==> src/rtl/ole_pkg.sv <==
// Shared widths and request and status codes for the ordered list engine.
package ole_pkg;

  localparam int KindW   = 3;
  localparam int PosW    = 5;
  localparam int ValueW  = 32;
  localparam int StatusW = 2;
  localparam int FposW   = 4;
  localparam int CountW  = 5;

  localparam logic [KindW-1:0] KIND_PUSH_FRONT  = 3'd0;
  localparam logic [KindW-1:0] KIND_PUSH_BACK   = 3'd1;
  localparam logic [KindW-1:0] KIND_INSERT_AT   = 3'd2;
  localparam logic [KindW-1:0] KIND_REMOVE_VAL  = 3'd3;
  localparam logic [KindW-1:0] KIND_REMOVE_AT   = 3'd4;
  localparam logic [KindW-1:0] KIND_FIND        = 3'd5;
  localparam logic [KindW-1:0] KIND_CLEAR       = 3'd6;

  localparam logic [StatusW-1:0] ST_OK   = 2'd0;
  localparam logic [StatusW-1:0] ST_MISS = 2'd1;
  localparam logic [StatusW-1:0] ST_FULL = 2'd2;

  typedef logic signed [ValueW-1:0] value_t;

endpackage

==> src/rtl/ole_ram.sv <==
// Generic simple dual-port RAM with one write port and a registered read port.
module ole_ram #(
  parameter int Width = 32,
  parameter int Depth = 16
) (
  input  logic                     clk,
  input  logic                     wr_en,
  input  logic [$clog2(Depth)-1:0] wr_addr,
  input  logic [Width-1:0]         wr_data,
  input  logic [$clog2(Depth)-1:0] rd_addr,
  output logic [Width-1:0]         rd_data
);

  logic [Width-1:0] mem [Depth];

  always_ff @(posedge clk) begin
    if (wr_en) begin
      mem[wr_addr] <= wr_data;
    end
    rd_data <= mem[rd_addr];
  end

endmodule

==> src/rtl/ordered_list_engine_unit.sv <==
// Ordered list engine: a bounded list of signed words held in a RAM and walked by a sequencer.
// Requests that touch no entry go straight to the wrap state; a request that searches or shifts
// the list walks it entry by entry; the single RAM port pair moves one entry a cycle.
// One request at a time: the next beat is taken once the result is in the output
// register. Reset clears the entry count and the handshakes; the entry RAM is not cleared, as
// only entries below the count are ever read back.
module ordered_list_engine_unit
  import ole_pkg::*;
#(
  parameter int CAPACITY = 16
) (
  input  logic        clk,
  input  logic        rst,
  // Request channel.
  input  logic        s_tvalid,
  output logic        s_tready,
  input  logic [39:0] s_tdata,  // [4:0] position, [36:5] item_value, [39:37] zero
  input  logic [2:0]  s_tuser,  // [2:0] kind
  // Result channel.
  output logic        m_tvalid,
  input  logic        m_tready,
  output logic [47:0] m_tdata,  // [3:0] found_position, [35:4] removed_value,
                                // [40:36] entry_count, [47:41] zero
  output logic [1:0]  m_tuser   // [1:0] status
);

  localparam int AW   = $clog2(CAPACITY);
  localparam int CW   = $clog2(CAPACITY + 1);
  localparam int CMPW = (CW > PosW) ? CW : PosW;

  // One-hot sequencer states.
  typedef enum logic [4:0] {
    S_IDLE     = 5'b00001,
    S_SEARCH   = 5'b00010,
    S_SHIFT_UP = 5'b00100,
    S_SHIFT_DN = 5'b01000,
    S_WRAP     = 5'b10000
  } state_t;

  state_t state;

  // Request fields as they arrive.
  logic [PosW-1:0]  in_pos;
  value_t           in_value;
  logic [KindW-1:0] in_kind;

  assign in_pos   = s_tdata[PosW-1:0];
  assign in_value = s_tdata[PosW+ValueW-1:PosW];
  assign in_kind  = s_tuser;

  // Held request and working registers.
  logic [KindW-1:0]   kind;
  value_t             value;
  logic [CW-1:0]      cnt;       // entries in the list
  logic [CW-1:0]      at;        // slot that an insertion opens
  logic [CW-1:0]      ptr;       // next entry to read
  logic [CW-1:0]      pidx;      // entry that the read in flight belongs to
  logic               pend;      // a read is in flight and its data arrives this cycle
  logic               grab;      // the data arriving is the entry being removed by index

  // Result staged for the output register.
  logic [StatusW-1:0] res_status;
  logic [CW-1:0]      res_fpos;
  value_t             res_removed;

  // Output register.
  logic [StatusW-1:0] out_status;
  logic [FposW-1:0]   out_fpos;
  value_t             out_removed;
  logic [CountW-1:0]  out_count;

  // RAM ports.
  logic              ram_we;
  logic [AW-1:0]     ram_waddr;
  logic [ValueW-1:0] ram_wdata;
  logic [AW-1:0]     ram_raddr;
  logic [ValueW-1:0] ram_rdata;

  logic accept;
  logic hit;
  logic up_go;
  logic dn_go;
  logic out_free;
  logic ins_bad;
  logic rem_ok;

  assign s_tready = (state == S_IDLE);
  assign accept   = s_tvalid && s_tready;
  assign out_free = !m_tvalid || m_tready;

  // In a search, the data arriving is compared against the sought value.
  assign hit   = (state == S_SEARCH) && pend && (ram_rdata == value);
  // Opening a slot walks downwards, moving entry ptr-1 up to ptr while ptr is above the slot.
  assign up_go = (state == S_SHIFT_UP) && (ptr > at);
  // Closing a slot walks upwards, moving entry ptr down to ptr-1 while ptr is inside the list.
  assign dn_go = (state == S_SHIFT_DN) && (ptr < cnt);

  assign ins_bad = CMPW'(in_pos) > CMPW'(cnt);
  assign rem_ok  = CMPW'(in_pos) < CMPW'(cnt);

  ole_ram #(
    .Width (ValueW),
    .Depth (CAPACITY)
  ) u_entries (
    .clk     (clk),
    .wr_en   (ram_we),
    .wr_addr (ram_waddr),
    .wr_data (ram_wdata),
    .rd_addr (ram_raddr),
    .rd_data (ram_rdata)
  );

  // Read address: the entry to be removed on acceptance, otherwise the walk pointer.
  always_comb begin
    unique case (state)
      S_IDLE:     ram_raddr = AW'(in_pos);
      S_SHIFT_UP: ram_raddr = AW'(ptr - CW'(1));
      default:    ram_raddr = AW'(ptr);
    endcase
  end

  // Write port: a moved entry lands first; the new value goes into the opened slot last.
  always_comb begin
    ram_we    = 1'b0;
    ram_waddr = AW'(pidx);
    ram_wdata = ram_rdata;
    if ((state == S_SHIFT_UP || state == S_SHIFT_DN) && pend) begin
      ram_we = 1'b1;
    end else if (state == S_SHIFT_UP && !up_go) begin
      ram_we    = 1'b1;
      ram_waddr = AW'(at);
      ram_wdata = value;
    end
  end

  // Sequencer.
  always_ff @(posedge clk) begin
    if (rst) begin
      state <= S_IDLE;
      cnt   <= '0;
      pend  <= 1'b0;
      grab  <= 1'b0;
    end else begin
      unique case (state)
        S_IDLE: begin
          if (accept) begin
            kind        <= in_kind;
            value       <= in_value;
            res_status  <= ST_MISS;
            res_fpos    <= '0;
            res_removed <= '0;
            pend        <= 1'b0;
            grab        <= 1'b0;
            ptr         <= '0;
            state       <= S_WRAP;
            unique case (in_kind)
              KIND_PUSH_FRONT, KIND_PUSH_BACK, KIND_INSERT_AT: begin
                if (in_kind == KIND_INSERT_AT && ins_bad) begin
                  res_status <= ST_MISS;
                end else if (CW'(CAPACITY) <= cnt) begin
                  res_status <= ST_FULL;
                end else begin
                  ptr   <= cnt;
                  state <= S_SHIFT_UP;
                  if (in_kind == KIND_PUSH_FRONT) begin
                    at <= '0;
                  end else if (in_kind == KIND_PUSH_BACK) begin
                    at <= cnt;
                  end else begin
                    at <= CW'(in_pos);
                  end
                end
              end
              KIND_REMOVE_VAL, KIND_FIND: begin
                state <= S_SEARCH;
              end
              KIND_REMOVE_AT: begin
                // The RAM is already reading the entry at the position this cycle.
                if (rem_ok) begin
                  ptr   <= CW'(in_pos) + CW'(1);
                  grab  <= 1'b1;
                  state <= S_SHIFT_DN;
                end
              end
              KIND_CLEAR: begin
                cnt        <= '0;
                res_status <= ST_OK;
              end
              default: begin
                res_status <= ST_MISS;
              end
            endcase
          end
        end

        S_SEARCH: begin
          if (hit) begin
            if (kind == KIND_FIND) begin
              res_status <= ST_OK;
              res_fpos   <= pidx;
              pend       <= 1'b0;
              state      <= S_WRAP;
            end else begin
              ptr   <= pidx + CW'(1);
              pend  <= 1'b0;
              state <= S_SHIFT_DN;
            end
          end else if (ptr < cnt) begin
            pend <= 1'b1;
            pidx <= ptr;
            ptr  <= ptr + CW'(1);
          end else begin
            pend  <= 1'b0;
            state <= S_WRAP;
          end
        end

        S_SHIFT_UP: begin
          if (up_go) begin
            pend <= 1'b1;
            pidx <= ptr;
            ptr  <= ptr - CW'(1);
          end else if (pend) begin
            pend <= 1'b0;
          end else begin
            cnt        <= cnt + CW'(1);
            res_status <= ST_OK;
            state      <= S_WRAP;
          end
        end

        S_SHIFT_DN: begin
          grab <= 1'b0;
          if (grab) begin
            res_removed <= ram_rdata;
          end
          if (dn_go) begin
            pend <= 1'b1;
            pidx <= ptr - CW'(1);
            ptr  <= ptr + CW'(1);
          end else begin
            pend       <= 1'b0;
            cnt        <= cnt - CW'(1);
            res_status <= ST_OK;
            state      <= S_WRAP;
          end
        end

        S_WRAP: begin
          if (out_free) begin
            state <= S_IDLE;
          end
        end

        default: begin
          state <= S_IDLE;
        end
      endcase
    end
  end

  // Output register: loaded as the sequencer leaves its final state.
  always_ff @(posedge clk) begin
    if (rst) begin
      m_tvalid <= 1'b0;
    end else if (state == S_WRAP && out_free) begin
      m_tvalid <= 1'b1;
    end else if (m_tready) begin
      m_tvalid <= 1'b0;
    end
  end

  always_ff @(posedge clk) begin
    if (state == S_WRAP && out_free) begin
      out_status  <= res_status;
      out_fpos    <= FposW'(res_fpos);
      out_removed <= res_removed;
      out_count   <= CountW'(cnt);
    end
  end

  assign m_tuser = out_status;
  assign m_tdata = {7'b0, out_count, out_removed, out_fpos};

endmodule
==> config.mk <==
export PLATFORM = sky130hd
export DESIGN_NAME = ordered_list_engine_unit
export DESIGN_NICKNAME = d
export VERILOG_FILES = /design/src/rtl/ole_pkg.sv /design/src/rtl/ole_ram.sv /design/src/rtl/ordered_list_engine_unit.sv
export SDC_FILE = /design/constraint.sdc
export NUM_CORES = 1
export LEC_CHECK = 0
export ABC_AREA = 1
export BUFFER_PORTS_ARGS = -buffer_cell sky130_fd_sc_hd__buf_4
export CORE_MARGIN = 1
export CORE_UTILIZATION = 55
export DETAILED_ROUTE_END_ITERATION = 8
export PLACE_DENSITY = 0.72
export REMOVE_ABC_BUFFERS = 1
export SLEW_MARGIN = 25
export SYNTH_ARGS = -nofsm -noshare
export SYNTH_HDL_FRONTEND = slang
export SYNTH_SLANG_ARGS = --single-unit
==> constraint.sdc <==
create_clock -name clk -period 6.47 [get_ports clk]
set_input_delay 1.294 -clock clk [delete_from_list [all_inputs] [get_ports clk]]
set_output_delay 1.294 -clock clk [all_outputs]
set_load 0.02 [all_outputs]
# After elaboration in Yosys (flattened, before gate mapping)
# Memories as Yosys holds them, arrays and structs flattened. A register that Yosys moved wholly into a read port is not among the register bits.
# Index checks and enable logic that the tools add are counted.
# W data, S select, Z words.
[op_classes]
addsub = 6
order_cmp = 5
eq_ne = 29
muxes = 74
bitwise_logic = 3
reduce_logical = 33
[ops]
columns = ["operator", "n"]
rows = [
  ["$mux W5", 30],
  ["$mux W32", 4],
  ["$pmux W32 S2", 1],
  ["$pmux W5 S3", 3],
  ["$eq A32 B32 Y1", 1],
  ["$pmux W5 S5", 1],
  ["$reduce_and A6 Y1", 4],
  ["$add A5 B1 Y5 const B", 4],
  ["$mux W4", 5],
  ["$pmux W5 S4", 1],
  ["$ne A2 B2 Y1 const B", 9],
  ["$mux W2", 8],
  ["$pmux W4 S2", 2],
  ["$mux W1", 14],
  ["$eq A3 B3 Y1 const B", 4],
  ["$gt A5 B5 Y1", 2],
  ["$lt A5 B5 Y1", 2],
  ["$pmux W5 S2", 1],
  ["$sub A5 B1 Y5 const B", 2],
  ["$logic_and A1 B1 Y1", 9],
  ["$ne A2 B1 Y1 const B", 4],
  ["$pmux W2 S4", 1],
  ["$reduce_and A8 Y1", 1],
  ["$reduce_and A7 Y1", 1],
  ["26 further kinds", 36],
]
[totals]
regBits = 144
ramBits = 512
in_bits = 47
output_inout_bits = 52
word_cells = 168
mem_count = 1
[memory_table]
columns = ["name", "depth", "word_bits", "read_ports", "rd_clocked_by_memory_dff", "wr", "line_no", "text"]
rows = [
  ["u_entries.mem", 16, 32, 1, 1, 1, "ole_ram.sv:14", "logic [Width-1:0] mem [Depth];"],
]

# Depth between registers and ports, before layout
# Gate-level depths: netlist (run 1).
[logic_depth]
depth_word = 8
depth_mapped = 15
depth_no_buf = 14

# By module
# Synthesis (run 1) repeated with hierarchy kept, for this count alone.
[unflattened]
cells_unflattened = 2958
hier_area_um2 = 30265.3
[modules_own_cells]
columns = ["module", "n_inst", "cells_per_inst", "area_per_inst_um2", "seq_area_each_um2"]
rows = [
  ["ole_ram", 1, 2120, 22738.1, 16015.4],
  ["ordered_list_engine_unit", 1, 838, 7527.2, 4194.0],
]

# Least setup slack after synthesis (run 1)
# OpenSTA, ideal clock, no wires.
[synth_path]
kind = "register -> register"
start = "register ptr[3]"
end = "memory u_entries.mem[0][0] (enable)"
arrival_ns = 3.223
required_ns = 6.049
path_slack_ns = 2.826
stages_incl_launch_ff = 13
path_buffers = 1
synth_period_minus_slack_ns = 3.644
cell_sequence = "edfxtp_1 ha_1 nand2_1 nor2_1 nand2_1 nand4_1 nand2_1 nand3_1 clkbuf_1 nand2_1 o21ai_0 nand3_1 nor2_1"
[synth_between]
elab_chain_len = 8
elab_cells_between_ends = 10
classes_between = "1 x order compare; 6 x mux; 3 x reduce/logical"
[synth_rtl]
columns = ["item", "line_no", "text"]
rows = [
  ["start, declared", "ordered_list_engine_unit.sv:56", "logic [CW-1:0] ptr;"],
  ["start signal, assigned", "ordered_list_engine_unit.sv:163", "ptr <= cnt;"],
  ["start signal, assigned", "ordered_list_engine_unit.sv:180", "ptr <= CW'(in_pos) + CW'(1);"],
  ["start signal, assigned", "ordered_list_engine_unit.sv:204", "ptr <= pidx + CW'(1);"],
  ["$gt A5 B5 Y1 (*)", "ordered_list_engine_unit.sv:94", "assign up_go = (state == S_SHIFT_UP) && (ptr > at);"],
  ["$logic_and A1 B1 Y1 (*)", "ordered_list_engine_unit.sv:94", ""],
  ["$logic_not A1 Y1 (*)", "ordered_list_engine_unit.sv:129", "end else if (state == S_SHIFT_UP && !up_go) begin"],
  ["$logic_and A1 B1 Y1 (*)", "ordered_list_engine_unit.sv:129", ""],
  ["$mux W1", "ordered_list_engine_unit.sv:129", ""],
  ["$mux W1", "ordered_list_engine_unit.sv:127", "if ((state == S_SHIFT_UP || state == S_SHIFT_DN) && pend) begin"],
  ["$mux W1", "ole_ram.sv:17", "if (wr_en) begin"],
  ["$mux W1 (not written as such)", "ole_ram.sv:18", "mem[wr_addr] <= wr_data;"],
  ["end, declared", "ole_ram.sv:14", ""],
]
# Mark *: on every way between the ends. The rest lies on a longest branch, timed or not.

# Worst setup path in the final report (run 1)
[layout_path]
start = "register ptr[2]"
end = "memory u_entries.mem[13][9] (enable)"
# Same word-level chain as after synthesis.

==> results.txt, run 1 <==
----------------------------------------------------
[Outcome]
  Status ... complete, no violations

[GRT]
  First-pass GRT wire length ... 109.5 mm
  Vias in the first global route ... 18,820
  Pin count of the biggest net entering global routing ... 91
  Global router's overall resource usage ... 27.39%
  Number of antenna violations at the first check in global routing ... 0
  Overflow after GRT ... 0

[Place]
  Post-placement worst setup slack ... 2.024 ns
  Number of I/O port buffers ... 88
  Instance area at placement ... 31,000 µm²
  Routability Congestion ... between 0.9 and 1
  DP Wirelength ... between 40 and 50 mm
  Number of instances in the placed design ... 3,416

[Yosys]
  Post-synthesis compound-gate area fraction ... 5.609%
  Dominant cell by count in the synthesized netlist ... nand2_1
  Post-synthesis share of cell area spent on full adders, half adders and majority gates ... 1.007%
  Area share of the largest cell type after synthesis ... 65.87%
  Sequential-to-total area share from yosys stat ... 68.95%
  Post-synth cell types ... 33
  Total of flip-flops plus latches after synthesis ... 688
  Mux contribution to synthesized area ... 0%
  Async set-reset flop share out of synthesis ... 0%
  Ranking of synthesized cells by area ... edfxtp_1 66%, nand2_1 9.1%, inv_1 5.3%
  Total standard cell area after synthesis ... approximately 29,000 µm²
  Number of enable-type register cells in the synthesized netlist ... 643
  Synth area leader ... edfxtp_1
  Post-synthesis xor/xnor area fraction ... less than 1%
  Post-synthesis share of cell area spent on and, or, nand and nor gates ... about 16%
  Per-instance average area after synthesis ... 10.89 µm²
  Post-Syn Instances ... 2,691
  Most used flip-flop cell after synthesis ... edfxtp_1
  Dominant combinational cell family by area after synthesis ... simple AND/OR/NAND/NOR gates
  Warnings, synthesis ... 0
  List of most frequent post-synthesis cells ... 713 x nand2_1, 643 x edfxtp_1, 413 x inv_1

[Clock tree]
  CTS Buf Count ... 71
  Buffers inserted during post-CTS setup optimization ... 0
  Hold Buf Count CTS ... 0
  Skew-Pair Late Insertion Delay ... 0.61 ns
  Clock edge transition at the registers on the reported setup and hold paths ... 0.06 ns
  Number of levels in the clock H-tree ... 3
  CTS max path bufs ... 3
  Number of clock sinks ... 688
  CTS tree ... yes
  Clock Root Buffer ... clkbuf_16
  Post-CTS Resized ... 0

[Detailed routing]
  First-pass iteration count of the detailed router ... 5
  Vias after detailed routing ... 20,170
  WL final ... roughly 74 mm
  Routed len/inst ... 20.79 µm
  Number of DRC markers in iteration 0 ... 2,443
  Post-detailed-route via-to-cell ratio ... 5.697
  Antenna Nets Post-Route ... 0
  Number of remaining DRC errors ... 0

[Timing]
  Crit path setup slack, layout ... 1.906 ns
  Max-slew violations ... 0
  Fin Clk Skew ... 0.02120 ns
  Hold Vio Cnt, Final ... 0
  Peak clock frequency supported by timing ... roughly 220 MHz
  Slew at the pin with the worst max-slew slack ... approximately 1.0 ns
  Share of the clock period used by the worst path after layout ... between 70 and 80%
  Min Hold Slack ... slightly above 0.4 ns
  RSZ-0062 raised after global routing ... false
  Sum of negative setup slack ... 0 ns
  Total of endpoints with negative setup slack in the final report ... 0
  Max-slew headroom at the worst pin ... between 30% and 40%
  Min Tclk post-route ... between 4 and 5 ns

[Die]
  Die width ... 232.9 µm
  Placeable core region ... 52,660 µm²
  Ports placed on the boundary ... a little under 100
  Overall die height ... 232.9 µm
  Area of the die ... 54,220 µm²
  Effective utilization at floorplan ... 55.67%
  Std-Cell Rows ... 84

[Layout]
  Area added between synthesis and finish ... 13.39%
  Fraction of final layout cells sized beyond drive strength 1 ... 10.34%
  Post-route design area ... between 30,000 and 40,000 µm²
  Number of standard cells in the final layout excluding fillers ... 3,540
  Number of diodes added for antenna fixing ... 0
  Final Util ... around 63%
  Count of fill cells added during filler insertion ... 3,907
  Number of nets in the finished design ... 2,871

[Setup path]
  Required time reported for the critical path endpoint ... 6.73 ns
  Slowest cell on the critical path ... nor2_4
  Critical Path End Type ... flop
  Highest cell delay on the worst timing path ... 0.80 ns
  Cells traversed along the worst timing path ... ha_1 > nand2_1 > nor2_1 > nand2_1 > nand4_1 > nand2_1 > nand3_2 > inv_1 > o21ai_0 > inv_1 > nand3_1 > nor2_4 > buf_4
  Worst EP arrival ... 4.83 ns
  Nature of the critical path startpoint ... flop
  Buffers & Inverters on Critical Path ... 3
  Top fanout value on the critical path ... 18
  Critical path class ... flop to flop
  Worst path most repeated cell ... nand2_1
  Cell family contributing the most delay on the critical path ... simple AND/OR/NAND/NOR gates

[Power]
  Cell leakage power ... approximately 13 nW
  Total power per unit cell area ... 492.3 nW/µm²
  VDD IR max ... 0.0003884 V
  Pwr Total ... approximately 16 mW

[Worst hold path]
  Min-delay worst type ... flop to flop

[Flow run]
  Max-capacitance violation count ... 0

----------------------------------------------------
-- logic make-up (layout without fill, tap and decap cells) --
kind of cell | Yosys count | after routing
adder cells (fa/ha/maj) | 23 | 23
buffers and inverters | 543 | 698
flip-flops | 688 | 688
AO/OA/AOI/OAI | 254 | 254
XOR/XNOR | 22 | 22
other | 1 | 7
AND/OR/NAND/NOR | 1160 | 1160
-- path summary, 6_finish.rpt --
check,start,end,slack [ns],cells after the start
hold / removal,res_removed[10]$_SDFFCE_PN0P_,out_removed[10]$_DFFE_PP_,0.41,0
setup / recovery,ptr[2]$_DFFE_PP_,u_entries.mem[13][9]$_DFFE_PP_,1.91,13
hold reg to reg,res_removed[10]$_SDFFCE_PN0P_,out_removed[10]$_DFFE_PP_,0.41,0
setup reg to reg,ptr[2]$_DFFE_PP_,u_entries.mem[13][9]$_DFFE_PP_,1.91,13
-- sequential cells by signal, summed over array words and instances, names as in the netlist --
| name | count |
|---|---|
| u_entries.mem | 512 |
| out_removed | 32 |
| res_removed | 32 |
| u_entries.rd_data | 32 |
| value | 32 |
| at | 5 |
| cnt | 5 |
| out_count | 5 |
| pidx | 5 |
| ptr | 5 |
| state | 5 |
| out_fpos | 4 |
| res_fpos | 4 |
| kind | 3 |
| m_tuser | 2 |
| res_status | 2 |
| grab | 1 |
| m_tvalid | 1 |
| pend | 1 |
-- area by class of cell --
type,count,area (µm²),share of cell area [%]
clock buffers,94,1936,5.824
clock inverters,30,295.3,0.8884
inverters,417,1572,4.728
multi-input cells,1466,7153,21.52
flip-flops and latches,688,20210,60.80
well taps,688,860.8,2.590
repair buffers,157,1211,3.644
-- power breakdown --
| group | leakage [nW] | total, mW | switching [mW] | internal (mW) |
|---|---|---|---|---|
| clock network | 1.08 | 3.94 | 1.63 | 2.30 |
| registers | 6.18 | 5.95 | 0.210 | 5.74 |
| logic | 6.22 | 6.47 | 4.66 | 1.81 |
| total | 13.5 | 16.4 | 6.51 | 9.86 |
-- worst reg2reg max path, stage by stage (launching register included) --
cell      delay, ns
edfxtp_1       0.59
ha_1           0.38
nand2_1        0.06
nor2_1         0.05
nand2_1        0.05
nand4_1        0.11
nand2_1        0.12
nand3_2        0.23
inv_1          0.61
o21ai_0        0.30
inv_1          0.15
nand3_1        0.31
nor2_4         0.80
buf_4          0.44
-- routing by layer --
layer	vias to the layer above	part of all wire, %	track usage (%)
met4	0	3.5	10.87
met5	-	0	0
met2	1077	47	44.04
met1	9652	40	37.16
li1	9280	-	-
met3	158	10	4.767
-- cell usage in the layout (no fill, tap or decap), types with 2 or more instances in the layout --
cell,count
xor2_1,8
bufinv_16,5
nor3_1,7
clkbuf_8,3
nand2_1,713
buf_4,155
o21ai_0,70
ha_1,22
inv_2,2
clkbuf_1,18
nand3_1,301
clkinvlp_4,7
xnor2_1,14
a21oi_4,2
nor2_2,2
o22ai_1,8
o21ai_1,5
nand4_1,19
o211ai_1,130
edfxtp_1,643
a21oi_1,30
clkinv_1,4
clkinv_2,13
dfxtp_1,45
inv_4,2
nor2_1,93
nand3_2,3
conb_1,7
clkinv_4,2
o21ai_2,2
a21o_1,2
inv_1,412
nor2_4,20
clkbuf_16,73
Power figures use the tool's default switching activity.
==> run 2: changes to the inputs <==
==> constraint.sdc (replaced) <==
create_clock -name clk -period 4.35 [get_ports clk]
set_input_delay 0.87 -clock clk [delete_from_list [all_inputs] [get_ports clk]]
set_output_delay 0.87 -clock clk [all_outputs]
set_load 0.02 [all_outputs]
==> results.txt, run 2 (same netlist as run 1, synthesis figures left out) <==
----------------------------------------------------
[GRT]
  First-pass GRT wire length ... 109.6 mm (about the same)
  Overflow after GRT ... 0 (unchanged)
  Global router's overall resource usage ... 27.26% (-0.13 points)
  Number of antenna violations at the first check in global routing ... 0 (unchanged)
  Vias in the first global route ... 19,040 (+1.2%)
  Pin count of the biggest net entering global routing ... 222 (+140%)

[Setup path]
  Endpoint of the worst register-to-register path ... u_entries.mem[9][4]$_DFFE_PP_
  Top fanout value on the critical path ... 20 (+2)
  Reg2Reg Launch Point ... ptr[2]$_DFFE_PP_
  Worst r2r path cells ... 14 (+1)
  Critical path class ... flop to flop
  Required time reported for the critical path endpoint ... 4.59 ns (-2.14 ns)
  Worst path most repeated cell ... nand2_1
  Critical Path End Type ... flop
  Flop-to-flop setup slack ... 0.84 ns (-1.06 ns)
  Highest cell delay on the worst timing path ... 0.68 ns (-0.12 ns)
  Slowest cell on the critical path ... edfxtp_1
  Nature of the critical path startpoint ... flop
  Cells traversed along the worst timing path ... ha_1 > nand2_1 > nor2_1 > nand2_1 > nand4_1 > nand2_1 > nand3_2 > inv_1 > buf_4 > o21ai_0 > inv_1 > nand3_1 > nor2_4 > buf_4
  Worst EP arrival ... 3.75 ns (-1.08 ns)

[Timing]
  Max-slew headroom at the worst pin ... 28.56% (-1.6 points)
  Fin Clk Skew ... 0.02204 ns (+0.0008428 ns)
  Max-slew violations ... 0 (unchanged)
  Hold Vio Cnt, Final ... 0 (unchanged)
  Crit path setup slack, layout ... 0.8434 ns (-1.063 ns)
  Share of the clock period used by the worst path after layout ... 80.61% (+10 points)
  Sum of negative setup slack ... 0 ns (unchanged)
  Slew at the pin with the worst max-slew slack ... 1.072 ns (+0.02339 ns)
  Peak clock frequency supported by timing ... 285.2 MHz (+30%)
  Total of endpoints with negative setup slack in the final report ... 0 (unchanged)
  RSZ-0062 raised after global routing ... false
  Min Tclk post-route ... 3.507 ns (-1.057 ns)

[Power]
  VDD IR max ... 0.0007093 V (+83%)
  Cell leakage power ... 13.55 nW (+0.54%)
  Total power per unit cell area ... 729.2 nW/µm² (+48%)

[Place]
  DP Wirelength ... 41.17 mm (-5.2%)
  Number of I/O port buffers ... 88 (unchanged)
  Number of instances in the placed design ... 3,417 (+0.029%)
  Routability Congestion ... 0.9151 (-2.3%)
  Post-placement worst setup slack ... 0.8276 ns (-1.196 ns)

[Layout]
  Number of standard cells in the final layout excluding fillers ... 3,546 (+0.17%)
  Area added between synthesis and finish ... 14.10%
  Largest register FFs ... 512 (unchanged)
  Most common cell after layout, fill and taps aside ... nand2_1
  Number of nets in the finished design ... 2,872 (+0.035%)
  Number of diodes added for antenna fixing ... 0 (unchanged)
  Count of fill cells added during filler insertion ... 3,932 (+0.64%)
  Fraction of final layout cells sized beyond drive strength 1 ... 10.29% (-0.057 points)
  Leading cell types in the layout, fill and taps excluded ... 713 x nand2_1, 643 x edfxtp_1, 412 x inv_1
  Largest reg by FF count ... u_entries.mem

[Worst hold path]
  Startpoint of the tightest hold check path ... res_removed[8]$_SDFFCE_PN0P_
  Hold Path Depth ... 0 (unchanged)
  Worst Hold Path EP ... out_removed[8]$_DFFE_PP_
  Min-delay worst type ... flop to flop

[Clock tree]
  Buffers inserted during post-CTS setup optimization ... 0 (unchanged)
  Post-CTS Resized ... 0 (unchanged)
  Hold Buf Count CTS ... 0 (unchanged)
  Skew-Pair Late Insertion Delay ... 0.61 ns (about the same)
  CTS Buf Count ... 71 (unchanged)
  Number of levels in the clock H-tree ... 3 (unchanged)
  CTS tree ... yes
  Clock edge transition at the registers on the reported setup and hold paths ... 0.06 ns (about the same)
  CTS max path bufs ... 3 (unchanged)
  Number of clock sinks ... 688 (unchanged)
  Clock Root Buffer ... clkbuf_16

[Die]
  Area of the die ... 54,220 µm² (unchanged)
  Die width ... 232.9 µm (unchanged)
  Effective utilization at floorplan ... 55.67% (unchanged)
  Overall die height ... 232.9 µm (unchanged)
  Ports placed on the boundary ... 99 (unchanged)
  Placeable core region ... 52,660 µm² (unchanged)
  Std-Cell Rows ... 84 (unchanged)

[Detailed routing]
  First-pass iteration count of the detailed router ... 5 (unchanged)
  WL final ... 72.65 mm (-1.3%)
  Number of remaining DRC errors ... 0 (unchanged)
  Post-detailed-route via-to-cell ratio ... 5.647 (-0.88%)
  Antenna Nets Post-Route ... 0 (unchanged)
  Routed len/inst ... 20.49 µm (-1.4%)
  Number of DRC markers in iteration 0 ... 2,304 (-5.7%)
  Vias after detailed routing ... 20,020 (-0.71%)

[Outcome]
  Status ... complete, no violations

[Flow run]
  Max-capacitance violation count ... 0 (unchanged)

----------------------------------------------------
[run 2: cell types whose count changed in the layout (fill, tap and decap cells not counted), moves of 3 or more]
cell and delta:
clkinvlp_4 -3, buf_4 -14, inv_6 +7, o21ai_1 -4
clkbuf_1 -4, buf_12 +16, clkinv_1 +9, o21ai_0 +6
[run 2: per-layer routing]
metal / up-vias / global-route usage (%) / wire (µm)
li1: 9273 / - / -
met1: 9619 / 37.27 / 29680
met2: 958 / 44.38 / 34410
met3: 174 / 3.640 / 6087
met4: 0 / 10.76 / 2474
met5: - / 0 / 0
[run 2: cell type report]
type	count	area [µm²]	area share (%)
well taps	688	860.8	2.574
flip-flops and latches	688	20210	60.43
repair buffers	158	1399	4.183
multi-input cells	1466	7146	21.37
inverters	417	1577	4.714
clock buffers	90	1921	5.743
clock inverters	39	332.8	0.9951
[run 2: worst max-delay path by stage]
stage / startpoint / endpoint / slack (ns) / cells after the start
global placement: ptr[2]$_DFFE_PP_ / u_entries.mem[9][9]$_DFFE_PP_ / 0.90 / 14
detailed placement: ptr[2]$_DFFE_PP_ / u_entries.mem[9][8]$_DFFE_PP_ / 0.83 / 14
CTS: ptr[2]$_DFFE_PP_ / u_entries.mem[9][22]$_DFFE_PP_ / 0.81 / 14
floorplan: ptr[0]$_DFFE_PP_ / u_entries.rd_data[10]$_DFF_P_ / -5.09 / 11
global route: ptr[2]$_DFFE_PP_ / u_entries.mem[9][22]$_DFFE_PP_ / 0.57 / 14
finish: ptr[2]$_DFFE_PP_ / u_entries.mem[9][4]$_DFFE_PP_ / 0.84 / 14
[run 2: critical path: cells and delay by family (launching register included)]
kind,cells,cell delay (ns)
DFF,1,0.68
buffers and inverters,4,0.86
adders and majority gates,1,0.34
AOI/OAI and AO/OA,1,0.20
and+or+nand+nor,8,1.03
[run 2: where the power goes]
part	total [mW]	internal [mW]	switching (mW)
clock network	5.91	3.43	2.47
logic	9.62	2.77	6.85
registers	8.86	8.54	0.318
[run 2: per-stage QoR]
step | power [mW] | util [%] | hold WS (ns) | instance area [µm²]
finish | 24.39 | 63.52 | 0.4079 | 33440
global route | 25.73 | 63.52 | 0.4230 | 33440
floorplan | 14.59 | - | 0.4003 | 28750
CTS | 24.36 | 63.52 | 0.4106 | 33440
global placement | 18.15 | 59.24 | 0.4037 | 31190
detailed placement | 18.43 | 59.24 | 0.4045 | 31190
==> run 3: changes to the inputs <==
--- a/config.mk
+++ b/config.mk
@@ -10,7 +10,7 @@
 export CORE_MARGIN = 1
 export CORE_UTILIZATION = 55
 export DETAILED_ROUTE_END_ITERATION = 8
-export PLACE_DENSITY = 0.72
+export PLACE_DENSITY = 0.75
 export REMOVE_ABC_BUFFERS = 1
 export SLEW_MARGIN = 25
 export SYNTH_ARGS = -nofsm -noshare
==> constraint.sdc (replaced) <==
create_clock -name clk -period 2.8 [get_ports clk]
set_input_delay 0.56 -clock clk [delete_from_list [all_inputs] [get_ports clk]]
set_output_delay 0.56 -clock clk [all_outputs]
set_load 0.02 [all_outputs]
==> results.txt, run 3 (same netlist as run 1, synthesis figures left out) <==
----------------------------------------------------
[Outcome]
  Status ... complete, no violations

[Timing]
  Hold Vio Cnt, Final ... 0 (unchanged)
  Slew at the pin with the worst max-slew slack ... 0.6450 ns (-0.4265 ns)
  Peak clock frequency supported by timing ... 364.1 MHz (+28%)
  Total of endpoints with negative setup slack in the final report ... 0 (unchanged)
  Share of the clock period used by the worst path after layout ... 98.10% (+17 points)
  Min Tclk post-route ... 2.747 ns (-0.7598 ns)
  Max-slew violations ... 0 (unchanged)
  Max-slew headroom at the worst pin ... 57.00% (+28 points)
  RSZ-0062 raised after global routing ... true
  Fin Clk Skew ... 0.02020 ns (-0.001843 ns)

[Detailed routing]
  First-pass iteration count of the detailed router ... 6 (+1)
  Post-detailed-route via-to-cell ratio ... 5.704 (+1.0%)
  Top routing layer used ... met4
  Number of remaining DRC errors ... 0 (unchanged)
  WL final ... 76.41 mm (+5.2%)
  Number of DRC markers in iteration 0 ... 2,624 (+14%)
  Routed len/inst ... 20.99 µm (+2.4%)
  Sum of met2 wire segment lengths after detailed routing ... 36.06 mm (+4.8%)
  Antenna Nets Post-Route ... 0 (unchanged)
  Vias after detailed routing ... 20,770 (+3.7%)
  Wire length on met1 ... 29.55 mm (-0.44%)
  Routed length on met3 ... 7.541 mm (+24%)

[Setup path]
  Critical path class ... flop to flop
  Required time reported for the critical path endpoint ... 3.11 ns (-1.48 ns)
  Worst r2r path cells ... 14 (unchanged)
  Critical Path End Type ... flop
  Reg2Reg Launch Point ... ptr[3]$_DFFE_PP_
  Nature of the critical path startpoint ... flop
  Endpoint of the worst register-to-register path ... u_entries.mem[14][27]$_DFFE_PP_
  Worst EP arrival ... 3.06 ns (-0.69 ns)
  Launching instance or port of the critical path ... ptr[3]$_DFFE_PP_
  Flop-to-flop setup slack ... 0.05 ns (-0.79 ns)
  Top fanout value on the critical path ... 17 (-15%)

[Layout]
  Largest reg by FF count ... u_entries.mem
  Area added between synthesis and finish ... 18.47%
  Fraction of final layout cells sized beyond drive strength 1 ... 13.48% (+3.2 points)
  Leading cell types in the layout, fill and taps excluded ... 709 x nand2_1, 643 x edfxtp_1, 411 x inv_1
  Final Util ... 65.95% (+2.4 points)
  Number of standard cells in the final layout excluding fillers ... 3,641 (+2.7%)
  Largest register FFs ... 512 (unchanged)
  Number of diodes added for antenna fixing ... 0 (unchanged)
  Number of nets in the finished design ... 2,969 (+3.4%)
  Post-route design area ... 34,720 µm² (+3.8%)
  Most common cell after layout, fill and taps aside ... nand2_1

[Place]
  Number of instances in the placed design ... 3,493 (+2.2%)
  Routability Congestion ... 0.9451 (+3.3%)
  DP Wirelength ... 47.54 mm (+15%)
  Instance area at placement ... 32,070 µm² (+2.8%)
  Number of I/O port buffers ... 88 (unchanged)

[Clock tree]
  Hold Buf Count CTS ... 0 (unchanged)
  Clock edge transition at the registers on the reported setup and hold paths ... 0.06 ns (about the same)
  CTS max path bufs ... 3 (unchanged)
  Number of levels in the clock H-tree ... 3 (unchanged)
  Clock Root Buffer ... clkbuf_16
  CTS tree ... yes
  Number of clock sinks ... 688 (unchanged)
  CTS Buf Count ... 70 (-1.4%)
  Skew-Pair Late Insertion Delay ... 0.62 ns (about the same)

[Die]
  Die width ... 232.9 µm (unchanged)
  Overall die height ... 232.9 µm (unchanged)
  Effective utilization at floorplan ... 55.67% (unchanged)
  Std-Cell Rows ... 84 (unchanged)
  Placeable core region ... 52,660 µm² (unchanged)
  Area of the die ... 54,220 µm² (unchanged)
  Ports placed on the boundary ... 99 (unchanged)

[Power]
  Total power per unit cell area ... 1135 nW/µm² (+56%)
  Cell leakage power ... 14.17 nW (+4.6%)
  Pwr Total ... 39.40 mW (+62%)
  VDD IR max ... 0.0008349 V (+18%)

[Worst hold path]
  Worst Hold Path EP ... value[0]$_DFFE_PP_
  Startpoint of the tightest hold check path ... s_tdata[5]
  Min-delay worst type ... input pin to flop
  Hold Path Depth ... 1 (+1)

[GRT]
  Global router's overall resource usage ... 27.82% (+0.56 points)
  First-pass GRT wire length ... 112.0 mm (+2.2%)
  Vias in the first global route ... 19,670 (+3.3%)
  Overflow after GRT ... 0 (unchanged)
  Pin count of the biggest net entering global routing ... 104 (-53%)
  Number of antenna violations at the first check in global routing ... 2 (+2)

[Flow run]
  Max-capacitance violation count ... 0 (unchanged)

----------------------------------------------------
run 3: layer usage:
layer / vias up / track usage, %
met5: - / 0
met1: 9897 / 37.45
li1: 9471 / -
met3: 207 / 4.816
met2: 1193 / 44.60
met4: 0 / 12.07
run 3: cell type report:
class                      instances  area [µm²]
clock buffer                      97        1936
inverter                         417        1573
tap                              688       860.8
timing repair buffer             255        2659
fill                            3617       17930
sequential                       688       20210
multi-input combinational       1467        7223
clock inverter                    29       264.0
run 3: worst max-delay path by stage:
stage	to	slack [ns]	cells past startpoint
after CTS	u_entries.mem[13][7]$_DFFE_PP_	0.03	16
after detailed placement	u_entries.mem[8][23]$_DFFE_PP_	-0.18	11
after floorplan	u_entries.rd_data[10]$_DFF_P_	-6.64	11
final	u_entries.mem[14][27]$_DFFE_PP_	0.05	14
after global routing	u_entries.mem[14][20]$_DFFE_PP_	-0.05	14
after global placement	u_entries.mem[12][5]$_DFFE_PP_	-0.07	11
run 3: per-stage QoR:
step / hold slack [ns] / setup slack, ns / setup TNS [ns]
2_1_floorplan: 0.4003 / -6.644 / -1580.92
3_3_place_gp: 0.4045 / -0.06592 / -5.063
3_5_place_dp: 0.4045 / -0.1762 / -20.35
4_1_cts: 0.08819 / 0.03321 / 0
5_1_grt: 0.08772 / -0.04840 / -3.477
6_report: 0.1140 / 0.05323 / 0
run 3: power breakdown:
group / switching [mW] / leakage, nW / internal, mW
logic: 11.4 / 6.91 / 5.18
registers: 0.445 / 6.18 / 13.3
clock network: 3.85 / 1.08 / 5.22
total: 15.7 / 14.2 / 23.7
run 3: critical path: stages (launching register included):
cell	delay, ns
edfxtp_1	0.41
ha_1	0.32
nand2_2	0.08
inv_1	0.05
nand2_1	0.05
nand4_1	0.15
nand2_2	0.17
nand3_4	0.13
buf_4	0.19
o21ai_4	0.18
nand2_1	0.08
buf_4	0.19
nor2_4	0.11
buf_12	0.14
buf_12	0.18
run 3: timing repair:
item	4_1_cts	5_1_grt
endpoints found under the setup margin	388	516
buffers inserted	0	14
cloned	0	8
pin swaps	1	11
endpoints found under the hold margin	0	0
resized for setup	6	24
